`src/rtl/lmss_pkg.sv`:
```
// Shared types and constants for the LED matrix shift-register scanner.
// No dependencies; imported by every module of the block.
package lmss_pkg;

    // Matrix geometry
    localparam int ROWS = 8;
    localparam int COLS = 16;

    // Field and storage widths
    localparam int ROW_W   = 3;
    localparam int COL_W   = 4;
    localparam int ADDR_W  = $clog2(ROWS * COLS);
    localparam int DEPTH   = ROWS * COLS;
    localparam int RIDX_W  = (ROWS > 1) ? $clog2(ROWS) : 1;
    localparam int SHIFT_W = $clog2((2 * COLS > ROWS + 2) ? 2 * COLS : ROWS + 2);
    localparam int TICK_W  = 16;
    localparam int CFG_W   = 16;
    localparam int CFG_IDX_W = 2;

    // Register indexes of the configuration port
    localparam logic [CFG_IDX_W-1:0] CFG_PULSE = 2'd0;
    localparam logic [CFG_IDX_W-1:0] CFG_LATCH = 2'd1;
    localparam logic [CFG_IDX_W-1:0] CFG_HOLD  = 2'd2;

    // Reset values of the configuration registers
    localparam logic [TICK_W-1:0] PULSE_RST = 16'd1;
    localparam logic [TICK_W-1:0] LATCH_RST = 16'd1;
    localparam logic [TICK_W-1:0] HOLD_RST  = 16'd1000;

    // Scan phases of the pin waveform
    typedef enum logic [13:0] {
        PH_FR_SETUP = 14'b00000000000001,
        PH_FR_HIGH  = 14'b00000000000010,
        PH_FR_LOW   = 14'b00000000000100,
        PH_C_SETUP  = 14'b00000000001000,
        PH_C_HIGH   = 14'b00000000010000,
        PH_C_LOW    = 14'b00000000100000,
        PH_CL_HIGH  = 14'b00000001000000,
        PH_CL_LOW   = 14'b00000010000000,
        PH_RL_HIGH  = 14'b00000100000000,
        PH_RL_LOW   = 14'b00001000000000,
        PH_HOLD     = 14'b00010000000000,
        PH_RN_SETUP = 14'b00100000000000,
        PH_RN_HIGH  = 14'b01000000000000,
        PH_RN_LOW   = 14'b10000000000000
    } phase_t;

    // Levels of the six chain pins
    typedef struct packed {
        logic row_data;
        logic row_shift;
        logic row_latch;
        logic col_data;
        logic col_shift;
        logic col_latch;
    } pins_t;

    // Timing registers
    typedef struct packed {
        logic [TICK_W-1:0] pulse_ticks;
        logic [TICK_W-1:0] latch_ticks;
        logic [TICK_W-1:0] hold_ticks;
    } cfg_t;

    // Frame store access requests
    typedef struct packed {
        logic              en;
        logic [ADDR_W-1:0] addr;
        logic              data;
    } store_wr_t;

    typedef struct packed {
        logic              en;
        logic [ADDR_W-1:0] addr;
    } store_rd_t;

    // Result held in the output register
    typedef struct packed {
        pins_t pins;
        logic  use_mem;
        logic  frame_end;
    } result_t;

endpackage

```
`src/rtl/lmss_frame_store.sv`:
```
// Frame store: one-bit pixel memory with registered read and per-entry valid bits.
// Depends on lmss_pkg; an entry never written since reset reads as dark.
module lmss_frame_store
    import lmss_pkg::*;
(
    input  logic      clk,
    input  logic      rst_n,
    input  store_wr_t wr,
    input  store_rd_t rd,
    output logic      pix
);

    logic              mem [DEPTH];
    logic [DEPTH-1:0]  valid_reg;
    logic              data_reg;
    logic              vld_reg;

    // Write the pixel array
    always_ff @(posedge clk)
    begin
        if (wr.en)
        begin
            mem[wr.addr] <= wr.data;
        end
    end

    // Read the pixel array; hold data between reads
    always_ff @(posedge clk)
    begin
        if (rd.en)
        begin
            data_reg <= mem[rd.addr];
        end
    end

    // Track written entries; reset marks the whole frame dark
    always_ff @(posedge clk or negedge rst_n)
    begin
        if (!rst_n)
        begin
            valid_reg <= '0;
            vld_reg   <= 1'b0;
        end
        else
        begin
            if (rd.en)
            begin
                vld_reg <= valid_reg[rd.addr];
            end
            if (wr.en)
            begin
                valid_reg[wr.addr] <= 1'b1;
            end
        end
    end

    assign pix = vld_reg & data_reg;

endmodule

```
`src/rtl/lmss_scan_ctrl.sv`:
```
// Scan sequencer: phase, row, shift and wait counters plus the chain pin levels.
// Depends on lmss_pkg; issues pixel reads to lmss_frame_store.
module lmss_scan_ctrl
    import lmss_pkg::*;
(
    input  logic      clk,
    input  logic      rst_n,
    input  logic      tick_go,
    input  cfg_t      cfg,
    input  logic      pix,
    output store_rd_t rd,
    output pins_t     pins_live,
    output pins_t     pins_next,
    output logic      use_mem,
    output logic      frame_end
);

    phase_t              phase_reg, phase_next;
    logic [RIDX_W-1:0]   row_reg, row_next;
    logic [SHIFT_W-1:0]  shift_reg, shift_next;
    logic [TICK_W-1:0]   wait_reg, wait_next;
    pins_t               pins_reg, pins_upd;
    logic                col_pend_reg, col_pend_next;
    logic                col_data_reg, col_data_next;

    logic                legal;
    phase_t              ph;
    logic [RIDX_W-1:0]   row;
    logic [SHIFT_W-1:0]  sh;
    logic [TICK_W-1:0]   wt;
    logic [TICK_W-1:0]   len_raw;
    logic [TICK_W-1:0]   len;
    logic [TICK_W:0]     wsum;
    logic                done;
    logic [SHIFT_W:0]    sh_inc;
    logic                col_read;
    logic                live_col;
    logic [SHIFT_W:0]    col_sel;
    logic [ADDR_W-1:0]   rd_addr;

    // Resolve the column data pin of a read still in flight
    assign live_col = col_pend_reg ? ~pix : col_data_reg;

    always_comb
    begin
        pins_live          = pins_reg;
        pins_live.col_data = live_col;
    end

    // Check the stored phase; an unknown one restarts the frame
    always_comb
    begin
        case (phase_reg)
            PH_FR_SETUP, PH_FR_HIGH, PH_FR_LOW, PH_C_SETUP, PH_C_HIGH, PH_C_LOW,
            PH_CL_HIGH, PH_CL_LOW, PH_RL_HIGH, PH_RL_LOW, PH_HOLD,
            PH_RN_SETUP, PH_RN_HIGH, PH_RN_LOW: legal = 1'b1;
            default:                            legal = 1'b0;
        endcase
        if ((RIDX_W + 1)'(row_reg) >= (RIDX_W + 1)'(ROWS))
        begin
            legal = 1'b0;
        end
        ph  = legal ? phase_reg : PH_FR_SETUP;
        row = legal ? row_reg   : '0;
        sh  = legal ? shift_reg : '0;
        wt  = legal ? wait_reg  : '0;
    end

    // Pick the phase length; zero counts as one
    always_comb
    begin
        case (ph)
            PH_CL_HIGH, PH_CL_LOW, PH_RL_HIGH, PH_RL_LOW: len_raw = cfg.latch_ticks;
            PH_HOLD:                                      len_raw = cfg.hold_ticks;
            default:                                      len_raw = cfg.pulse_ticks;
        endcase
        len  = (len_raw == '0) ? TICK_W'(1) : len_raw;
        wsum = {1'b0, wt} + (TICK_W + 1)'(1);
        done = (wsum >= {1'b0, len});
    end

    // Pixel address: columns go out from the last one down to column 0
    assign col_read = (ph == PH_C_SETUP)
                   && ({1'b0, sh} >= (SHIFT_W + 1)'(COLS))
                   && ({1'b0, sh} <  (SHIFT_W + 1)'(2 * COLS));
    assign col_sel  = (SHIFT_W + 1)'(2 * COLS - 1) - {1'b0, sh};
    assign rd_addr  = ADDR_W'(row) * ADDR_W'(COLS) + ADDR_W'(col_sel);

    assign rd.en   = tick_go & col_read;
    assign rd.addr = rd_addr;
    assign use_mem = col_read;

    // Drive the pins for this tick
    always_comb
    begin
        pins_upd          = pins_live;
        case (ph)
            PH_FR_SETUP:
            begin
                pins_upd.row_latch = 1'b0;
                pins_upd.row_data  = ({1'b0, sh} >= (SHIFT_W + 1)'(ROWS));
            end
            PH_FR_HIGH, PH_RN_HIGH: pins_upd.row_shift = 1'b1;
            PH_FR_LOW, PH_RN_LOW:   pins_upd.row_shift = 1'b0;
            PH_C_SETUP:
            begin
                pins_upd.col_latch = 1'b0;
                if ({1'b0, sh} < (SHIFT_W + 1)'(COLS))
                begin
                    pins_upd.col_data = 1'b0;
                end
                else if (!col_read)
                begin
                    pins_upd.col_data = 1'b1;
                end
            end
            PH_C_HIGH:  pins_upd.col_shift = 1'b1;
            PH_C_LOW:   pins_upd.col_shift = 1'b0;
            PH_CL_HIGH: pins_upd.col_latch = 1'b1;
            PH_CL_LOW:  pins_upd.col_latch = 1'b0;
            PH_RL_HIGH: pins_upd.row_latch = 1'b1;
            PH_RL_LOW:  pins_upd.row_latch = 1'b0;
            PH_RN_SETUP:
            begin
                pins_upd.row_latch = 1'b0;
                pins_upd.row_data  = 1'b0;
            end
            default:    pins_upd = pins_live;
        endcase
        pins_next = pins_upd;
    end

    // Advance the phase when its wait runs out
    always_comb
    begin
        phase_next = ph;
        row_next   = row;
        shift_next = sh;
        wait_next  = wsum[TICK_W-1:0];
        frame_end  = 1'b0;
        sh_inc     = {1'b0, sh} + (SHIFT_W + 1)'(1);
        if (done)
        begin
            wait_next = '0;
            case (ph)
                PH_FR_SETUP: phase_next = PH_FR_HIGH;
                PH_FR_HIGH:  phase_next = PH_FR_LOW;
                PH_FR_LOW:
                begin
                    if (sh_inc <= (SHIFT_W + 1)'(ROWS))
                    begin
                        shift_next = sh_inc[SHIFT_W-1:0];
                        phase_next = PH_FR_SETUP;
                    end
                    else
                    begin
                        shift_next = '0;
                        phase_next = PH_C_SETUP;
                    end
                end
                PH_C_SETUP:  phase_next = PH_C_HIGH;
                PH_C_HIGH:   phase_next = PH_C_LOW;
                PH_C_LOW:
                begin
                    if (sh_inc < (SHIFT_W + 1)'(2 * COLS))
                    begin
                        shift_next = sh_inc[SHIFT_W-1:0];
                        phase_next = PH_C_SETUP;
                    end
                    else
                    begin
                        shift_next = '0;
                        phase_next = PH_CL_HIGH;
                    end
                end
                PH_CL_HIGH:  phase_next = PH_CL_LOW;
                PH_CL_LOW:   phase_next = PH_RL_HIGH;
                PH_RL_HIGH:  phase_next = PH_RL_LOW;
                PH_RL_LOW:   phase_next = PH_HOLD;
                PH_HOLD:     phase_next = PH_RN_SETUP;
                PH_RN_SETUP: phase_next = PH_RN_HIGH;
                PH_RN_HIGH:  phase_next = PH_RN_LOW;
                PH_RN_LOW:
                begin
                    shift_next = '0;
                    if ((RIDX_W + 1)'(row) >= (RIDX_W + 1)'(ROWS - 1))
                    begin
                        row_next   = '0;
                        phase_next = PH_FR_SETUP;
                        frame_end  = 1'b1;
                    end
                    else
                    begin
                        row_next   = row + RIDX_W'(1);
                        phase_next = PH_C_SETUP;
                    end
                end
                default:     phase_next = PH_FR_SETUP;
            endcase
        end
    end

    // Fold a finished read into the column data level
    assign col_pend_next = tick_go & col_read;
    assign col_data_next = tick_go ? pins_upd.col_data : live_col;

    always_ff @(posedge clk or negedge rst_n)
    begin
        if (!rst_n)
        begin
            phase_reg    <= PH_FR_SETUP;
            row_reg      <= '0;
            shift_reg    <= '0;
            wait_reg     <= '0;
            pins_reg     <= '0;
            col_pend_reg <= 1'b0;
            col_data_reg <= 1'b0;
        end
        else
        begin
            col_pend_reg <= col_pend_next;
            col_data_reg <= col_data_next;
            if (tick_go)
            begin
                phase_reg <= phase_next;
                row_reg   <= row_next;
                shift_reg <= shift_next;
                wait_reg  <= wait_next;
                pins_reg  <= pins_upd;
            end
        end
    end

endmodule

```
`src/rtl/led_matrix_shift_register_scanner_unit.sv`:
```
// Top level of the LED matrix scanner: handshake, timing registers, output register.
// Depends on lmss_pkg, lmss_frame_store and lmss_scan_ctrl.
//
// Each accepted item is either a tick that advances the row and column chain waveform by
// one step or a pixel write into the 8 x 16 frame store; every item yields one result with
// the six pin levels and the frame-end flag. The block takes one item per clock unless its
// full output register is stalled: state is updated in the cycle of the transfer and the
// result sits in one output register, which is refilled in the same cycle it is taken;
// the result appears in the cycle after its input transfer. In the pixel half of a column
// shift, the pixel is read from the frame store on every tick of the setup phase; the
// store's registered read port resolves the column data pin in the cycle after, so writes
// land in order with ticks. The store reads dark after reset without any clearing pass.
// Timing registers take effect on the next tick; a value of zero counts as one.
module led_matrix_shift_register_scanner_unit
    import lmss_pkg::*;
(
    input  logic                 clk,
    input  logic                 rst_n,
    // configuration
    input  logic                 cfg_we,
    input  logic [CFG_IDX_W-1:0] cfg_index,
    input  logic [CFG_W-1:0]     cfg_wdata,
    // input channel
    input  logic                 in_valid,
    output logic                 in_stall,
    input  logic                 cmd,
    input  logic [ROW_W-1:0]     pixel_row,
    input  logic [COL_W-1:0]     pixel_col,
    input  logic                 pixel_on,
    // output channel
    output logic                 out_valid,
    input  logic                 out_stall,
    output logic                 row_data,
    output logic                 row_shift,
    output logic                 row_latch,
    output logic                 col_data,
    output logic                 col_shift,
    output logic                 col_latch,
    output logic                 frame_end
);

    cfg_t      cfg_reg;
    logic      out_valid_reg, out_valid_next;
    result_t   res_reg;
    result_t   res_next;
    logic      accept;
    logic      tick_go;
    store_wr_t wr;
    store_rd_t rd;
    logic      pix;
    pins_t     pins_live;
    pins_t     pins_next;
    logic      use_mem;
    logic      fe;

    // Take a transfer whenever the output register is free or being emptied
    assign in_stall = out_valid_reg & out_stall;
    assign accept   = in_valid & ~in_stall;
    assign tick_go  = accept & ~cmd;

    // Write pixels inside the matrix only
    always_comb
    begin
        wr.en   = accept & cmd
                & ((ROW_W + 1)'(pixel_row) < (ROW_W + 1)'(ROWS))
                & ((COL_W + 1)'(pixel_col) < (COL_W + 1)'(COLS));
        wr.addr = ADDR_W'(pixel_row) * ADDR_W'(COLS) + ADDR_W'(pixel_col);
        wr.data = pixel_on;
    end

    lmss_frame_store u_store (
        .clk   (clk),
        .rst_n (rst_n),
        .wr    (wr),
        .rd    (rd),
        .pix   (pix)
    );

    lmss_scan_ctrl u_ctrl (
        .clk       (clk),
        .rst_n     (rst_n),
        .tick_go   (tick_go),
        .cfg       (cfg_reg),
        .pix       (pix),
        .rd        (rd),
        .pins_live (pins_live),
        .pins_next (pins_next),
        .use_mem   (use_mem),
        .frame_end (fe)
    );

    // Hold the timing registers
    always_ff @(posedge clk or negedge rst_n)
    begin
        if (!rst_n)
        begin
            cfg_reg.pulse_ticks <= PULSE_RST;
            cfg_reg.latch_ticks <= LATCH_RST;
            cfg_reg.hold_ticks  <= HOLD_RST;
        end
        else if (cfg_we)
        begin
            case (cfg_index)
                CFG_PULSE: cfg_reg.pulse_ticks <= cfg_wdata;
                CFG_LATCH: cfg_reg.latch_ticks <= cfg_wdata;
                CFG_HOLD:  cfg_reg.hold_ticks  <= cfg_wdata;
                default:   cfg_reg <= cfg_reg;
            endcase
        end
    end

    // Build the result: a tick shows the new pins, a write the current ones
    always_comb
    begin
        if (cmd)
        begin
            res_next.pins      = pins_live;
            res_next.use_mem   = 1'b0;
            res_next.frame_end = 1'b0;
        end
        else
        begin
            res_next.pins      = pins_next;
            res_next.use_mem   = use_mem;
            res_next.frame_end = fe;
        end
    end

    assign out_valid_next = accept | (out_valid_reg & out_stall);

    always_ff @(posedge clk or negedge rst_n)
    begin
        if (!rst_n)
        begin
            out_valid_reg <= 1'b0;
        end
        else
        begin
            out_valid_reg <= out_valid_next;
        end
    end

    always_ff @(posedge clk)
    begin
        if (accept)
        begin
            res_reg <= res_next;
        end
    end

    // Drive the result; a pending pixel comes straight from the store read port
    assign out_valid = out_valid_reg;
    assign row_data  = res_reg.pins.row_data;
    assign row_shift = res_reg.pins.row_shift;
    assign row_latch = res_reg.pins.row_latch;
    assign col_data  = res_reg.use_mem ? ~pix : res_reg.pins.col_data;
    assign col_shift = res_reg.pins.col_shift;
    assign col_latch = res_reg.pins.col_latch;
    assign frame_end = res_reg.frame_end;

endmodule

```
`config.mk`:
```
export PLATFORM = sky130hd
export DESIGN_NAME = led_matrix_shift_register_scanner_unit
export DESIGN_NICKNAME = d
export VERILOG_FILES = /design/src/rtl/lmss_pkg.sv /design/src/rtl/lmss_frame_store.sv /design/src/rtl/lmss_scan_ctrl.sv /design/src/rtl/led_matrix_shift_register_scanner_unit.sv
export SDC_FILE = /design/constraint.sdc
export NUM_CORES = 1
export LEC_CHECK = 0
export BUFFER_PORTS_ARGS = -buffer_cell sky130_fd_sc_hd__buf_2
export CAP_MARGIN = 40
export CORE_MARGIN = 1
export CORE_UTILIZATION = 35
export CTS_CLUSTER_SIZE = 40
export DETAILED_ROUTE_END_ITERATION = 10
export SLEW_MARGIN = 10
export SYNTH_ARGS = -nofsm -noshare
export SYNTH_HDL_FRONTEND = slang
export SYNTH_SLANG_ARGS = --single-unit
```
`constraint.sdc`:
```
create_clock -name clk -period 6.9 [get_ports clk]
set_input_delay 1.035 -clock clk [delete_from_list [all_inputs] [get_ports clk]]
set_output_delay 1.035 -clock clk [all_outputs]
set_load 0.005 [all_outputs]
```
==> summary.txt, run 1 <==
Setup path
  – CP required: roughly 7.4 ns
  – Max Fanout on Critical Path: 24
  – R2R setup slack: 0.67 ns
  – CP Capture Type: flop
  – Critical Path AT: between 6 and 7 ns
  – Startpoint types: flop
  – Worst setup path category: reg2reg

STA
  – Hold WS: roughly 0.46 ns
  – Fin crit share: ~90%
  – Final min period: 6.23 ns
  – Worst-Margin Slew: 0.908 ns
  – Final hold vios: 0
  – RSZ-0062 raised after global routing: no
  – Max-slew headroom: 39.5%
  – Final Max Tran Viols: 0
  – Setup_tns: 0 ns
  – Layout Skew: 0.0742 ns
  – Final number of setup-violating endpoints: 0
  – Fmax: 0.161 GHz

Logic synthesis
  – Netlist Area Pre-Place: 0.0169 sq mm
  – Synth cell count leaders: dfrtp_1 (214), nor2_1 (213), edfxtp_1 (137)
  – Yosys top cell by area: dfrtp_1
  – Register bit total from synthesis: between 300 and 400
  – Sequential element share of the synthesized area: 57.6%
  – Top FF cell, synth: dfrtp_1
  – Post-synth ARST share: 61.9%
  – Dominant cell by count in the synthesized netlist: dfrtp_1
  – YS warnings: 0
  – Number of flops mapped to enable cells by yosys: 137
  – Top post-synthesis cells by area: dfrtp_1 (32%), edfxtp_1 (24%), or2_2 (4.8%), nor2_1 (4.7%), mux2_2 (4.3%)
  – Syn nets: 1531
  – Yosys cell types: 74
  – Synthesized instance count: 1476
  – Post-synthesis area per instance: 11.4 sq um
  – Top-area cell type share of the netlist area: a little under a third

Global route
  – Largest net degree at the start of global routing: between 100 and 150
  – Total grt overflow: 0
  – Met1 Use GR: 26.8%
  – GRT Util Overall: 19.1%
  – Layer carrying the most global-route usage: met2
  – Vias in the first global route: ~12000
  – Met2 Use GR: 30.3%
  – Met3 Use GR: 3.39%
  – Antenna violations before repair: 1
  – Global-route wire length before repair: 72.9 mm

Final layout
  – Post-route non-filler standard cell count: 2153
  – FILL cells: 4578
  – Fraction of layout cells with a size suffix above 1: 24.3%
  – Area growth syn-to-layout: 14.1%
  – Nets: 1561

Place
  – Hpwl dp: 29.9 mm
  – Placed Cells: a little over 2000
  – PortBufs: 40
  – Routability cong.: 0.898

CTS
  – Clk root buf: clkbuf_16
  – Clock slew at reported path FFs: around 0.060 ns
  – CTS Hold Buffers Added: 0
  – Max Buffers Root-to-Sink: 3
  – CTS Sinks: 360
  – CTS Buf Count: 40
  – CTS-repair resized insts: 0
  – Setup repair bufs after CTS: 0
  – CTS tree: built
  – Clock Latency Late Sink: 0.61 ns
  – H-tree Lvls: 2

Drt
  – Wire per inst: 21.5 microns
  – DR pass1 iterations: 5
  – Final ANT Viol Nets: 0
  – Iter 0 DRT Violations: ~1000
  – DRC viols: 0
  – Via Count: 11900
  – Final WL: 46.2 mm
  – Vias per cell: between 5 and 6

Floorplan
  – Top Ports: 41
  – Core Box Area: 0.0476 sq mm
  – Die Y: 221 microns
  – Die ar.: 0.0490 sq mm
  – Width of the die: 221 microns
  – Site Rows: 80
  – Initial Utilization: a little over a third

Status
  – Status: completed

Power
  – Pleak: between 8 and 9 nW
  – Power density over the cells: slightly below 300 mW/mm^2
  – VDD IR max: 0.175 mV

Worst hold path
  – Hold WC Path Type: reg2reg

Job
  – Max-cap viol count: 0
==> worst paths after layout <==
kind / startpoint / to / depth (start not counted)
worst max-delay path: u_ctrl.phase_reg[5]$_DFFE_PN0P_ / u_ctrl.shift_reg[4]$_DFFE_PN0P_ / 21
worst min register to register: u_store.valid_reg[67]$_DFFE_PN0P_ / u_store.valid_reg[67]$_DFFE_PN0P_ / 1
max in group asynchronous: rst_n / u_store.valid_reg[62]$_DFFE_PN0P_ / 2
min in group asynchronous: rst_n / cfg_reg[36]$_DFFE_PN0P_ / 1
worst max register to register: u_ctrl.phase_reg[5]$_DFFE_PN0P_ / u_ctrl.shift_reg[4]$_DFFE_PN0P_ / 21
worst min-delay path: u_store.valid_reg[67]$_DFFE_PN0P_ / u_store.valid_reg[67]$_DFFE_PN0P_ / 1
==> metal layers <==
metal,vias to the layer above,wire (microns)
met4,0,1030
li1,5415,-
met3,66,2970
met2,379,21300
met5,-,0
met1,6079,20900
==> where the power goes <==
part,switching [mW],internal (mW)
sequential,0.101,2.38
clock,0.929,1.36
combinational,0.524,0.303
total,1.55,4.04
==> worst max-delay path, cell delays in order (launching register included) <==
cell and delay [ns]:
dfrtp_1 0.51, nor4_1 0.63, o221ai_1 0.29, o21ai_0 0.30, mux2_2 0.29, a21o_1 0.15
and2_1 0.22, ha_1 0.20, and3_1 0.18, and3_1 0.22, and3_1 0.25, and3_1 0.19
xnor2_1 0.15, nor2_1 0.08, ha_1 0.32, o21a_1 0.13, o21ai_0 0.09, a2111oi_0 0.52
or2_2 0.50, nand2_1 0.30, or4_1 0.47, o21ai_0 0.15
==> cell type report <==
class                   instances  area (sq um)  share of cell area, %
diodes                          1          2.50                 0.0130
clock buffers                  52          1100                   5.70
clock inverters                21           325                   1.69
inverters                      12          45.0                  0.234
multi-input cells            1020          6760                   35.2
flip-flops and latches        360          9710                   50.5
well taps                     615           769                   4.00
repair buffers                 72           519                   2.70
==> per-stage QoR <==
stage                     utilization (%)  cell area (sq um)  setup slack (ns)  power (mW)
final                                40.4              19200             0.670        5.60
after global routing                 40.4              19200            0.0426        5.82
after CTS                            40.4              19200             0.751        5.64
after detailed placement             37.4              17800             0.812        3.34
after global placement               37.1              17700              1.09        3.30
after floorplan                         -              16900              1.33        3.00
==> cells in the final DEF (no fill, tap or decap), drive strengths merged, types with 13 or more instances in the layout <==
cell type | netlist | final
edfxtp | 137 | 137
or2 | 130 | 130
nand4 | 15 | 15
nor2 | 214 | 214
o221ai | 16 | 16
mux2i | 39 | 39
a21o | 19 | 19
ha | 23 | 23
inv | 12 | 13
buf | 21 | 72
nor3 | 20 | 20
a21oi | 63 | 63
mux4 | 18 | 18
clkbuf | 63 | 52
nor2b | 17 | 17
nand3 | 32 | 32
mux2 | 64 | 64
o21ai | 59 | 59
nor4 | 21 | 21
a22o | 28 | 28
dfrtp | 214 | 214
clkinv | 0 | 14
nand2 | 78 | 78
==> cell families after synthesis <==
kind of cell    after synthesis  share of synthesized area, %
flops                       360                          57.6
xor+xnor                     20                          1.04
buf+inv                      96                          2.40
simple gates                587                          17.5
fa+ha+maj                    23                          1.71
mux                         121                          9.00
compound gates              269                          10.8
Power figures use the tool's default switching activity.
==> run 2, diff against run 1 <==
CORE_UTILIZATION = 25   (was 35)
GPL_TIMING_DRIVEN = 0   (was not set)
PLACE_DENSITY = 0.41   (was not set)
==> summary.txt, run 2 (synthesis gave the netlist of run 1 again) <==
Floorplan
  – Core Box Area: 0.0662 sq mm (was 0.0476 sq mm)
  – Die Y: 262 microns (was 221 microns)
  – Width of the die: 262 microns (was 221 microns)
  – Site Rows: 94 (was 80)
  – Top Ports: 41 (unchanged)
  – Initial Utilization: 25.5% (was 35.4%)
  – Die ar.: 0.0685 sq mm (was 0.0490 sq mm)

Drt
  – Via Count: 12300 (was 11900)
  – Wire per inst: 23.3 microns (was 21.5 microns)
  – DR pass1 iterations: 5 (unchanged)
  – Final ANT Viol Nets: 0 (unchanged)
  – Final WL: 58.1 mm (was 46.2 mm)
  – Iter 0 DRT Violations: 1119 (was 1029)
  – DRC viols: 0 (unchanged)
  – Vias per cell: 4.95 (was 5.55)

CTS
  – Clk root buf: clkbuf_16 (unchanged)
  – H-tree Lvls: 2 (unchanged)
  – Clock Latency Late Sink: 0.59 ns (was 0.61 ns)
  – CTS Hold Buffers Added: 0 (unchanged)
  – CTS tree: built (unchanged)
  – CTS Sinks: 360 (unchanged)
  – Clock slew at reported path FFs: 0.06 ns (about the same)
  – CTS Buf Count: 45 (was 40)
  – CTS-repair resized insts: 4 (was 0)
  – Setup repair bufs after CTS: 0 (unchanged)
  – Max Buffers Root-to-Sink: 3 (unchanged)

STA
  – Max-slew headroom: 41.7% (was 39.5%)
  – RSZ-0062 raised after global routing: no (unchanged)
  – Final hold vios: 0 (unchanged)
  – Fmax: 0.153 GHz (was 0.161 GHz)
  – Fin crit share: 94.7% (was 90.3%)
  – Final Max Tran Viols: 0 (unchanged)
  – Final min period: 6.53 ns (was 6.23 ns)
  – Setup_tns: 0 ns (unchanged)
  – Layout Skew: 0.0279 ns (was 0.0742 ns)
  – Worst-Margin Slew: 0.872 ns (was 0.908 ns)
  – Final number of setup-violating endpoints: 0 (unchanged)

Setup path
  – Worst setup path category: reg2reg (unchanged)
  – CP Capture Type: flop (unchanged)
  – Startpoint types: flop (unchanged)
  – Worst path max stage delay: 0.55 ns (was 0.63 ns)
  – Max Fanout on Critical Path: 10 (was 24)
  – Buf+Inv Stages, Crit Path: 5 (was 0)
  – Most frequent CP cell: and3_1 (unchanged)
  – Critical Path AT: 6.88 ns (was 6.74 ns)
  – Family with the most delay on the worst path: simple AND/OR/NAND/NOR gates (unchanged)
  – CP required: 7.25 ns (was 7.41 ns)
  – Worst path slowest cell: or4_1 (was nor4_1)

Final layout
  – Fraction of layout cells with a size suffix above 1: 23.5% (was 24.3%)
  – Post-route non-filler standard cell count: 2492 (was 2153)
  – Nets: 1647 (was 1561)
  – Antenna cells: 0 (was 1)
  – Commonest non-fill, non-tap cell in the layout: dfrtp_1 (was nor2_1)
  – Most frequent cells in the layout: dfrtp_1 (214), nor2_1 (213), edfxtp_1 (137) (was nor2_1 (213), dfrtp_1 (212), edfxtp_1 (137))
  – Area growth syn-to-layout: 18.6% (was 14.1%)
  – Final instance area: 0.0200 sq mm (was 0.0192 sq mm)

Place
  – Hpwl dp: 41.1 mm (was 29.9 mm)
  – Routability cong.: 0.892 (was 0.898)
  – Placed Cells: 2408 (was 2079)
  – PortBufs: 37 (was 40)
  – Placed inst area: 0.0186 sq mm (was 0.0178 sq mm)

Global route
  – GRT Util Overall: 17.2% (was 19.1%)
  – Global-route wire length before repair: 86.6 mm (was 72.9 mm)
  – Largest net degree at the start of global routing: 92 (was 115)
  – Antenna violations before repair: 1 (unchanged)
  – Total grt overflow: 0 (unchanged)
  – Vias in the first global route: 12700 (was 12200)

Power
  – VDD IR max: 0.189 mV (was 0.175 mV)
  – Pleak: 8.26 nW (was 8.08 nW)
  – Power density over the cells: 283 mW/mm^2 (was 291 mW/mm^2)

Worst hold path
  – Hold WC Path Type: in2async (was reg2reg)

Job
  – Max-cap viol count: 0 (unchanged)

Status
  – Status: completed (unchanged)
==> run 2: path summary, 6_finish.rpt <==
path	from	end	slack [ns]	depth (start not counted)
max	u_ctrl.phase_reg[0]$_DFFE_PN1P_	frame_end$_SDFFCE_PP0P_	0.37	25
min	rst_n	u_store.valid_reg[93]$_DFFE_PN0P_	0.36	1
max reg2reg	u_ctrl.phase_reg[0]$_DFFE_PN1P_	frame_end$_SDFFCE_PP0P_	0.37	25
min reg2reg	u_store.valid_reg[32]$_DFFE_PN0P_	u_store.valid_reg[32]$_DFFE_PN0P_	0.46	1
max in group asynchronous	rst_n	u_ctrl.phase_reg[13]$_DFFE_PN0P_	5.23	3
min in group clk	u_store.valid_reg[32]$_DFFE_PN0P_	u_store.valid_reg[32]$_DFFE_PN0P_	0.46	1
==> run 2: power by group <==
part | internal (mW) | total [mW] | leakage, nW | switching [mW]
Clock | 1.30 | 2.26 | 0.666 | 0.963
Combinational | 0.322 | 0.919 | 3.41 | 0.597
Sequential | 2.38 | 2.47 | 4.19 | 0.0891
==> run 2: worst reg2reg max path: cells and delay by family (launching register included) <==
family / cells / cell delay, ns
buffers and inverters: 5 / 1.14
DFF: 1 / 0.35
adders and majority gates: 2 / 0.52
xor gates and xnor gates: 1 / 0.17
and+or+nand+nor: 10 / 2.49
AOI/OAI and AO/OA: 7 / 1.60
==> run 2: final cells by class <==
| cell class | count | area [sq um] |
|---|---|---|
| buffer | 84 | 364 |
| clock buffer | 77 | 1320 |
| clock inverter | 6 | 66.3 |
| fill | 6785 | 46200 |
| inverter | 12 | 45.0 |
| multi-input combinational | 1020 | 6780 |
| sequential | 360 | 9710 |
| tap | 864 | 1080 |
| timing repair buffer | 69 | 631 |
==> run 2: per-stage QoR <==
stage / hold slack [ns] / util, % / worst slack, ns / power (mW)
after global placement: 0.446 / 27.4 / -0.525 / 3.37
after CTS: 0.362 / 30.1 / 0.0613 / 5.71
final: 0.363 / 30.2 / 0.368 / 5.65
after floorplan: 0.430 / - / 1.33 / 3.00
after global routing: 0.385 / 30.2 / 0.0136 / 5.90
after detailed placement: 0.449 / 28.0 / -0.511 / 3.42
==> run 2: layer usage <==
layer  share of wire (%)  GRT usage [%]  vias to the layer above  routed length (microns)
met5                   0              0                        -                        0
met4                 2.3           4.91                        0                     1340
met3                 6.1           3.35                       76                     3520
met2                  45           27.0                      371                    26100
met1                  47           24.1                     6276                    27100
li1                    -              -                     5605                        -
